### src/sv/tsp_pkg.sv
// Shared types and codes for the timer slot pool.
package tsp_pkg;

  localparam int CMD_W    = 2;
  localparam int SLOT_W   = 3;
  localparam int COUNT_W  = 32;
  localparam int TAG_W    = 16;
  localparam int STATUS_W = 3;

  localparam logic [CMD_W-1:0] CMD_START = 2'd0;
  localparam logic [CMD_W-1:0] CMD_TICK  = 2'd1;
  localparam logic [CMD_W-1:0] CMD_REARM = 2'd2;

  localparam logic [STATUS_W-1:0] ST_STARTED = 3'd0;
  localparam logic [STATUS_W-1:0] ST_REFUSED = 3'd1;
  localparam logic [STATUS_W-1:0] ST_EXPIRED = 3'd2;
  localparam logic [STATUS_W-1:0] ST_COUNTED = 3'd3;
  localparam logic [STATUS_W-1:0] ST_IGNORED = 3'd4;

  typedef enum logic [1:0] {
    S_IDLE,
    S_EXEC,
    S_DONE
  } ctrl_state_t;

  typedef struct packed {
    logic load;
    logic exec;
  } dp_cmd_t;

endpackage

### src/sv/tsp_ctrl.sv
// Controller state machine: sequences transfer capture, execution and result strobe.
module tsp_ctrl (
  input  logic             clk,
  input  logic             rst_n,
  input  logic             start,
  output logic             busy,
  output logic             out_valid,
  output tsp_pkg::dp_cmd_t dp_cmd
);

  tsp_pkg::ctrl_state_t state_r;
  tsp_pkg::ctrl_state_t state_nxt;
  logic                 accept;

  always_ff @(posedge clk) begin
    if (!rst_n) begin
      state_r <= tsp_pkg::S_IDLE;
    end else begin
      state_r <= state_nxt;
    end
  end

  always_comb begin
    busy        = 1'b0;
    out_valid   = 1'b0;
    dp_cmd.exec = 1'b0;
    state_nxt   = state_r;
    case (state_r)
      tsp_pkg::S_IDLE: begin
        if (start) begin
          state_nxt = tsp_pkg::S_EXEC;
        end
      end
      tsp_pkg::S_EXEC: begin
        busy        = 1'b1;
        dp_cmd.exec = 1'b1;
        state_nxt   = tsp_pkg::S_DONE;
      end
      tsp_pkg::S_DONE: begin
        out_valid = 1'b1;
        state_nxt = start ? tsp_pkg::S_EXEC : tsp_pkg::S_IDLE;
      end
      default: begin
        state_nxt = tsp_pkg::S_IDLE;
      end
    endcase
    accept      = start && !busy;
    dp_cmd.load = accept;
  end

  a_exec_then_result: assert property (@(posedge clk) disable iff (!rst_n)
    dp_cmd.exec |=> out_valid)
    else $error("execution not followed by result strobe");

  a_accept_then_exec: assert property (@(posedge clk) disable iff (!rst_n)
    accept |=> dp_cmd.exec)
    else $error("accepted transfer not executed");

  a_result_needs_exec: assert property (@(posedge clk) disable iff (!rst_n)
    out_valid |-> $past(dp_cmd.exec))
    else $error("result strobe without execution");

  a_reset_idle: assert property (@(posedge clk)
    !rst_n |=> !busy && !out_valid)
    else $error("activity right after reset");

endmodule

### src/sv/tsp_datapath.sv
// Datapath: slot state, free-slot search, countdown and result registers.
module tsp_datapath #(
  parameter int NUM_SLOTS = 5
) (
  input  logic                             clk,
  input  logic                             rst_n,
  input  tsp_pkg::dp_cmd_t                 dp_cmd,
  input  logic [tsp_pkg::CMD_W-1:0]        in_cmd,
  input  logic [tsp_pkg::SLOT_W-1:0]       in_slot,
  input  logic [tsp_pkg::COUNT_W-1:0]      in_count,
  input  logic [tsp_pkg::TAG_W-1:0]        in_tag,
  output logic [tsp_pkg::STATUS_W-1:0]     out_status,
  output logic [tsp_pkg::SLOT_W-1:0]       out_slot_out,
  output logic [tsp_pkg::TAG_W-1:0]        out_tag_out
);

  localparam int IDX_W = (NUM_SLOTS > 1) ? $clog2(NUM_SLOTS) : 1;
  localparam int WIDE_W = IDX_W + tsp_pkg::SLOT_W;

  logic [tsp_pkg::CMD_W-1:0]    cmd_r;
  logic [tsp_pkg::SLOT_W-1:0]   slot_r;
  logic [tsp_pkg::COUNT_W-1:0]  count_r;
  logic [tsp_pkg::TAG_W-1:0]    tag_r;

  logic                         busy_r    [NUM_SLOTS];
  logic                         waiting_r [NUM_SLOTS];
  logic [tsp_pkg::COUNT_W-1:0]  cnt_r     [NUM_SLOTS];
  logic [tsp_pkg::TAG_W-1:0]    stag_r    [NUM_SLOTS];

  logic [tsp_pkg::STATUS_W-1:0] status_r, status_nxt;
  logic [tsp_pkg::SLOT_W-1:0]   slot_out_r, slot_out_nxt;
  logic [tsp_pkg::TAG_W-1:0]    tag_out_r, tag_out_nxt;

  logic [WIDE_W-1:0]            slot_wide;
  logic                         in_range;
  logic [IDX_W-1:0]             idx;
  logic                         found;
  logic [IDX_W-1:0]             free_idx;
  logic [tsp_pkg::COUNT_W-1:0]  cnt_dec;
  logic                         do_start, do_tick, do_rearm;

  always_ff @(posedge clk) begin
    if (dp_cmd.load) begin
      cmd_r   <= in_cmd;
      slot_r  <= in_slot;
      count_r <= in_count;
      tag_r   <= in_tag;
    end
  end

  always_comb begin
    slot_wide = WIDE_W'(slot_r);
    in_range  = slot_wide < WIDE_W'(NUM_SLOTS);
    idx       = slot_wide[IDX_W-1:0];
    found     = 1'b0;
    free_idx  = '0;
    for (int i = NUM_SLOTS - 1; i >= 0; i--) begin
      if (!busy_r[i]) begin
        found    = 1'b1;
        free_idx = IDX_W'(i);
      end
    end
    cnt_dec      = in_range ? cnt_r[idx] - 1'b1 : '0;
    do_start     = 1'b0;
    do_tick      = 1'b0;
    do_rearm     = 1'b0;
    status_nxt   = tsp_pkg::ST_IGNORED;
    slot_out_nxt = slot_r;
    tag_out_nxt  = '0;
    case (cmd_r)
      tsp_pkg::CMD_START: begin
        slot_out_nxt = '0;
        if (count_r != '0 && found) begin
          do_start     = 1'b1;
          status_nxt   = tsp_pkg::ST_STARTED;
          slot_out_nxt = tsp_pkg::SLOT_W'(free_idx);
        end else begin
          status_nxt = tsp_pkg::ST_REFUSED;
        end
      end
      tsp_pkg::CMD_TICK: begin
        if (in_range && busy_r[idx] && !waiting_r[idx]) begin
          do_tick = 1'b1;
          if (cnt_dec == '0) begin
            status_nxt  = tsp_pkg::ST_EXPIRED;
            tag_out_nxt = stag_r[idx];
          end else begin
            status_nxt = tsp_pkg::ST_COUNTED;
          end
        end
      end
      tsp_pkg::CMD_REARM: begin
        if (in_range && busy_r[idx] && waiting_r[idx]) begin
          do_rearm   = 1'b1;
          status_nxt = tsp_pkg::ST_COUNTED;
        end
      end
      default: begin
        status_nxt = tsp_pkg::ST_IGNORED;
      end
    endcase
  end

  always_ff @(posedge clk) begin
    if (!rst_n) begin
      for (int i = 0; i < NUM_SLOTS; i++) begin
        busy_r[i]    <= 1'b0;
        waiting_r[i] <= 1'b0;
      end
    end else if (dp_cmd.exec) begin
      if (do_start) begin
        busy_r[free_idx]    <= 1'b1;
        waiting_r[free_idx] <= 1'b0;
      end
      if (do_tick && cnt_dec == '0) begin
        waiting_r[idx] <= 1'b1;
      end
      if (do_rearm) begin
        waiting_r[idx] <= 1'b0;
        if (count_r == '0) begin
          busy_r[idx] <= 1'b0;
        end
      end
    end
  end

  always_ff @(posedge clk) begin
    if (dp_cmd.exec) begin
      if (do_start) begin
        cnt_r[free_idx]  <= count_r;
        stag_r[free_idx] <= tag_r;
      end
      if (do_tick) begin
        cnt_r[idx] <= cnt_dec;
      end
      if (do_rearm && count_r != '0) begin
        cnt_r[idx] <= count_r;
      end
      status_r   <= status_nxt;
      slot_out_r <= slot_out_nxt;
      tag_out_r  <= tag_out_nxt;
    end
  end

  assign out_status   = status_r;
  assign out_slot_out = slot_out_r;
  assign out_tag_out  = tag_out_r;

endmodule

### src/sv/timer_slot_pool_top.sv
// Top level of the timer slot pool: controller and datapath.
//
// Usage: drive in_cmd, in_slot, in_count and in_tag with start high; the
// transfer is taken at a rising edge where start is high and busy is low.
// Commands: start takes the lowest free slot, tick counts one slot down,
// rearm reloads an expired slot or frees it with a zero count.
// Exactly one result follows every transfer: out_valid is high for one
// cycle with out_status, out_slot_out and out_tag_out.
// The accepting edge moves the controller to EXEC, where the datapath
// evaluates the item; the result strobe is shown in the DONE state that follows EXEC.
// busy is high only in the cycle the datapath evaluates the item, and a new
// item may be taken in the cycle its predecessor's result is shown.
// Reset (rst_n low, synchronous) frees every slot; counts and tags are
// loaded on start and need no clearing.
// The receiver cannot stall: a result is taken in the cycle it is shown.
module timer_slot_pool_top #(
  parameter int NUM_SLOTS = 5
) (
  input  logic                          clk,
  input  logic                          rst_n,
  input  logic                          start,
  output logic                          busy,
  input  logic [tsp_pkg::CMD_W-1:0]     in_cmd,
  input  logic [tsp_pkg::SLOT_W-1:0]    in_slot,
  input  logic [tsp_pkg::COUNT_W-1:0]   in_count,
  input  logic [tsp_pkg::TAG_W-1:0]     in_tag,
  output logic                          out_valid,
  output logic [tsp_pkg::STATUS_W-1:0]  out_status,
  output logic [tsp_pkg::SLOT_W-1:0]    out_slot_out,
  output logic [tsp_pkg::TAG_W-1:0]     out_tag_out
);

  tsp_pkg::dp_cmd_t dp_cmd;

  tsp_ctrl u_ctrl (
    .clk       (clk),
    .rst_n     (rst_n),
    .start     (start),
    .busy      (busy),
    .out_valid (out_valid),
    .dp_cmd    (dp_cmd)
  );

  tsp_datapath #(
    .NUM_SLOTS (NUM_SLOTS)
  ) u_datapath (
    .clk          (clk),
    .rst_n        (rst_n),
    .dp_cmd       (dp_cmd),
    .in_cmd       (in_cmd),
    .in_slot      (in_slot),
    .in_count     (in_count),
    .in_tag       (in_tag),
    .out_status   (out_status),
    .out_slot_out (out_slot_out),
    .out_tag_out  (out_tag_out)
  );

endmodule
### config.mk
export PLATFORM = sky130hd
export DESIGN_NAME = timer_slot_pool_top
export DESIGN_NICKNAME = d
export VERILOG_FILES = /design/src/sv/tsp_pkg.sv /design/src/sv/tsp_ctrl.sv /design/src/sv/tsp_datapath.sv /design/src/sv/timer_slot_pool_top.sv
export SDC_FILE = /design/constraint.sdc
export NUM_CORES = 1
export LEC_CHECK = 0
export BUFFER_PORTS_ARGS = -buffer_cell sky130_fd_sc_hd__buf_2
export CAP_MARGIN = 0
export CORE_ASPECT_RATIO = 1.5
export CORE_MARGIN = 5
export CORE_UTILIZATION = 50
export CTS_CLUSTER_SIZE = 40
export DETAILED_ROUTE_END_ITERATION = 8
export PLACE_DENSITY = 0.67
export SYNTH_ARGS = -nofsm -noshare
export SYNTH_HDL_FRONTEND = slang
export SYNTH_SLANG_ARGS = --single-unit
### constraint.sdc
create_clock -name clk -period 5.2 [get_ports clk]
set_clock_uncertainty 0.15 [all_clocks]
set_input_delay 0.26 -clock clk [delete_from_list [all_inputs] [get_ports clk]]
set_output_delay 0.26 -clock clk [all_outputs]
set_load 0.01 [all_outputs]
==> results.json <==
{
  "antenna_cells": 0,
  "critPathCaptureType": "flip-flop",
  "fmax_ghz": 0.206,
  "top_usage_layer": "met2",
  "gr-usage-met3_pct": 3.18,
  "core_area_um2": 28100,
  "final_hold_viol_count": 0,
  "pwr-share-clk_pct": 40.5,
  "syn-instance-count": 931,
  "h-tree-depth": 1,
  "syn-mean-instance-area_um2": 15.3,
  "drt_wl_total_um": 32900,
  "run_status": "completed",
  "start_kind": "flip-flop",
  "dieWidth_um": 148,
  "power_switching_mw": 1.27,
  "p_int_mw": 4.64,
  "period_share_pct": 93.2,
  "use_met2_pct": 37.9,
  "yosysWarnings": 0,
  "ys_ff_latch": 336,
  "grt_pass1_wl_um": 51300,
  "setup_viol_count_final": 0,
  "vias": 8617,
  "clk_path_buf_depth": 3,
  "yosys_most_used_dff": "edfxtp_1",
  "final_util_pct": 60.0,
  "io_buffers": 79,
  "synthArstFlopShare_pct": 0,
  "overflow": 0,
  "finalPower_mw": 5.92,
  "cp.arrival_ns": 5.15,
  "area_growth_pct": 18.0,
  "antenna_found_initial": 0,
  "crit_path_max_fanout": 21,
  "drt_first_iter_violations": 708,
  "drive_gt1_share_pct": 20.9,
  "ctsRootBufferMaster": "clkbuf_16",
  "final_common_cell": "edfxtp_1",
  "drv_cap": 0,
  "die-area_um2": 32000,
  "drv_slew": 0,
  "hpwlAfterDp_um": 21500,
  "postRouteAntennaNets": 0,
  "ys_seq_area_share_pct": 69.8,
  "grt_pass1_vias": 8972,
  "drc": 0,
  "final_cell_mix": "321 x edfxtp_1, 95 x nand2_1, 79 x buf_2",
  "start_util_pct": 50.8,
  "grt_max_degree": 42,
  "first_pass_iters": 5,
  "max_stage_delay_ns": 0.53,
  "clk_pin_slew_ns": 0.06,
  "syn-cell-area_um2": 14200,
  "rows": 75,
  "synth_edf_count": 321,
  "gp_congestion": 0.922,
  "tightest_slew_ns": 0.757,
  "die_h_um": 217,
  "cts.sinks": 336,
  "leakagePower_nw": 5.87,
  "viasPerCell": 5.87,
  "ios": 80,
  "cts_tree": "done",
  "cp_cell_sequence": "buf_4 > nor2_4 > a222oi_1 > inv_1 > ha_1 > a21bo_2 > a221oi_2 > and2_1 > and2_1 > or4b_1 > xnor2_1 > or4_1 > o31ai_4 > nand4b_4 > buf_4 > a211oi_4 > or3_1 > o221ai_2",
  "critPathBufInv": 3,
  "cp.required_ns": 5.50,
  "synth_cell_type_count": 81,
  "fin_nets": 1156,
  "use_met1_pct": 25.0,
  "grt_usage_pct": 20.7,
  "swShare_pct": 21.5,
  "crit_family": "simple AND/OR/NAND/NOR gates",
  "worst_ir_drop_vdd_mv": 0.330,
  "p_seq_share_pct": 51.6,
  "min_period_ns": 4.85,
  "power.density_nw_per_um2": 352,
  "relSlewSlack_pct": 49.3,
  "post-cts-setup-buffers": 0,
  "tns_ns": 0,
  "wl_per_cell_um": 22.4,
  "rsz0062_at_grt": "false",
  "slowest_stage": "or4_1",
  "critPathKind": "flip-flop to flip-flop",
  "clock_latency_ns": 0.57,
  "numCtsBuffers": 31,
  "combPwrFrac_pct": 7.9,
  "hold_class": "primary input to flip-flop"
}
## timing repair
item,4_1_cts,5_1_grt
hold endpoints to repair,62,0
resized for setup,0,2
hold buffers,56,0
setup endpoints to repair,0,4
## logic make-up (layout without fill, tap and decap cells)
logic type / Yosys count / after routing / synth area share [%]
other: 1 / 6 / 0.0263
multiplexers: 92 / 92 / 9.11
XOR/XNOR: 20 / 20 / 1.23
flip-flops: 336 / 336 / 69.8
adder cells (fa/ha/maj): 1 / 1 / 0.0878
buffers and inverters: 54 / 240 / 1.84
AO/OA/AOI/OAI: 169 / 169 / 8.08
AND/OR/NAND/NOR: 258 / 258 / 9.87
## layout make-up
cell class,count,area (um2)
clock buffers,33,783
inverters,14,52.6
clock inverters,23,298
well taps,346,433
fillers,2127,11200
repair buffers,170,1220
flip-flops and latches,336,9940
multi-input cells,546,4090
## Yosys cell counts (all sizes together), types with 7 or more instances
library cell / instances / area, um2
a211oi: 14 / 123
a21o: 10 / 75.1
a21oi: 39 / 195
a22oi: 17 / 133
buf: 18 / 128
clkbuf: 22 / 82.6
dfxtp: 15 / 300
edfxtp: 321 / 9640
inv: 13 / 48.8
mux2: 22 / 248
mux2i: 43 / 443
mux4: 27 / 608
nand2: 96 / 360
nand2b: 13 / 81.3
nand3: 15 / 85.1
nand4: 11 / 68.8
nor2: 31 / 126
nor2b: 11 / 68.8
nor3: 18 / 101
nor4: 11 / 68.8
o21ai: 38 / 190
o31ai: 7 / 57.6
or3: 11 / 73.8
xnor2: 12 / 105
xor2: 8 / 70.1
## metal layers
metal	routed length, um	share of wire [%]
met1	12800	39
met2	17600	53
met3	1610	4.9
met4	944	2.9
met5	0	0
## through the flow
stage,setup slack [ns],std cells,hold slack [ns],instance area [um2]
floorplan,0.511,936,0.209,14300
global placement,0.380,1356,0.272,15200
detailed placement,0.268,1356,0.277,15200
CTS,0.255,1468,0.222,16800
global route,0.0282,1468,0.233,16800
finish,0.352,1468,0.248,16800
## state kept, by name (all words and copies together) (netlist names), named ones only
name	flops
u_datapath.out_slot_out	3
u_datapath.cmd_r	2
u_datapath.stag_r	80
u_datapath.out_status	3
u_datapath.tag_r	16
u_datapath.idx	3
u_datapath.cnt_r	160
u_datapath.count_r	32
u_datapath.waiting_r	8
u_datapath.out_tag_out	16
u_datapath.busy_r	8
u_ctrl.state_r	2
## final timing paths
path / from / endpoint / slack, ns / cells past startpoint
worst min register to register: u_ctrl.state_r[0] / u_ctrl.state_r[0] / 0.30 / 1
worst max-delay path: flip-flop / u_datapath.waiting_r[3] / 0.35 / 18
worst min-delay path: in_count[16] / u_datapath.count_r[16] / 0.25 / 2
worst max register to register: flip-flop / u_datapath.waiting_r[3] / 0.35 / 18
## power groups by stage
stage	Clock, mW	Combinational (mW)	Sequential [mW]
2_1_floorplan	0	0.303	3.09
3_3_place_gp	0	0.431	3.11
3_5_place_dp	0	0.434	3.11
4_1_cts	2.44	0.469	3.06
5_1_grt	2.56	0.510	3.06
6_report	2.40	0.467	3.06
Power figures use the tool's default switching activity.
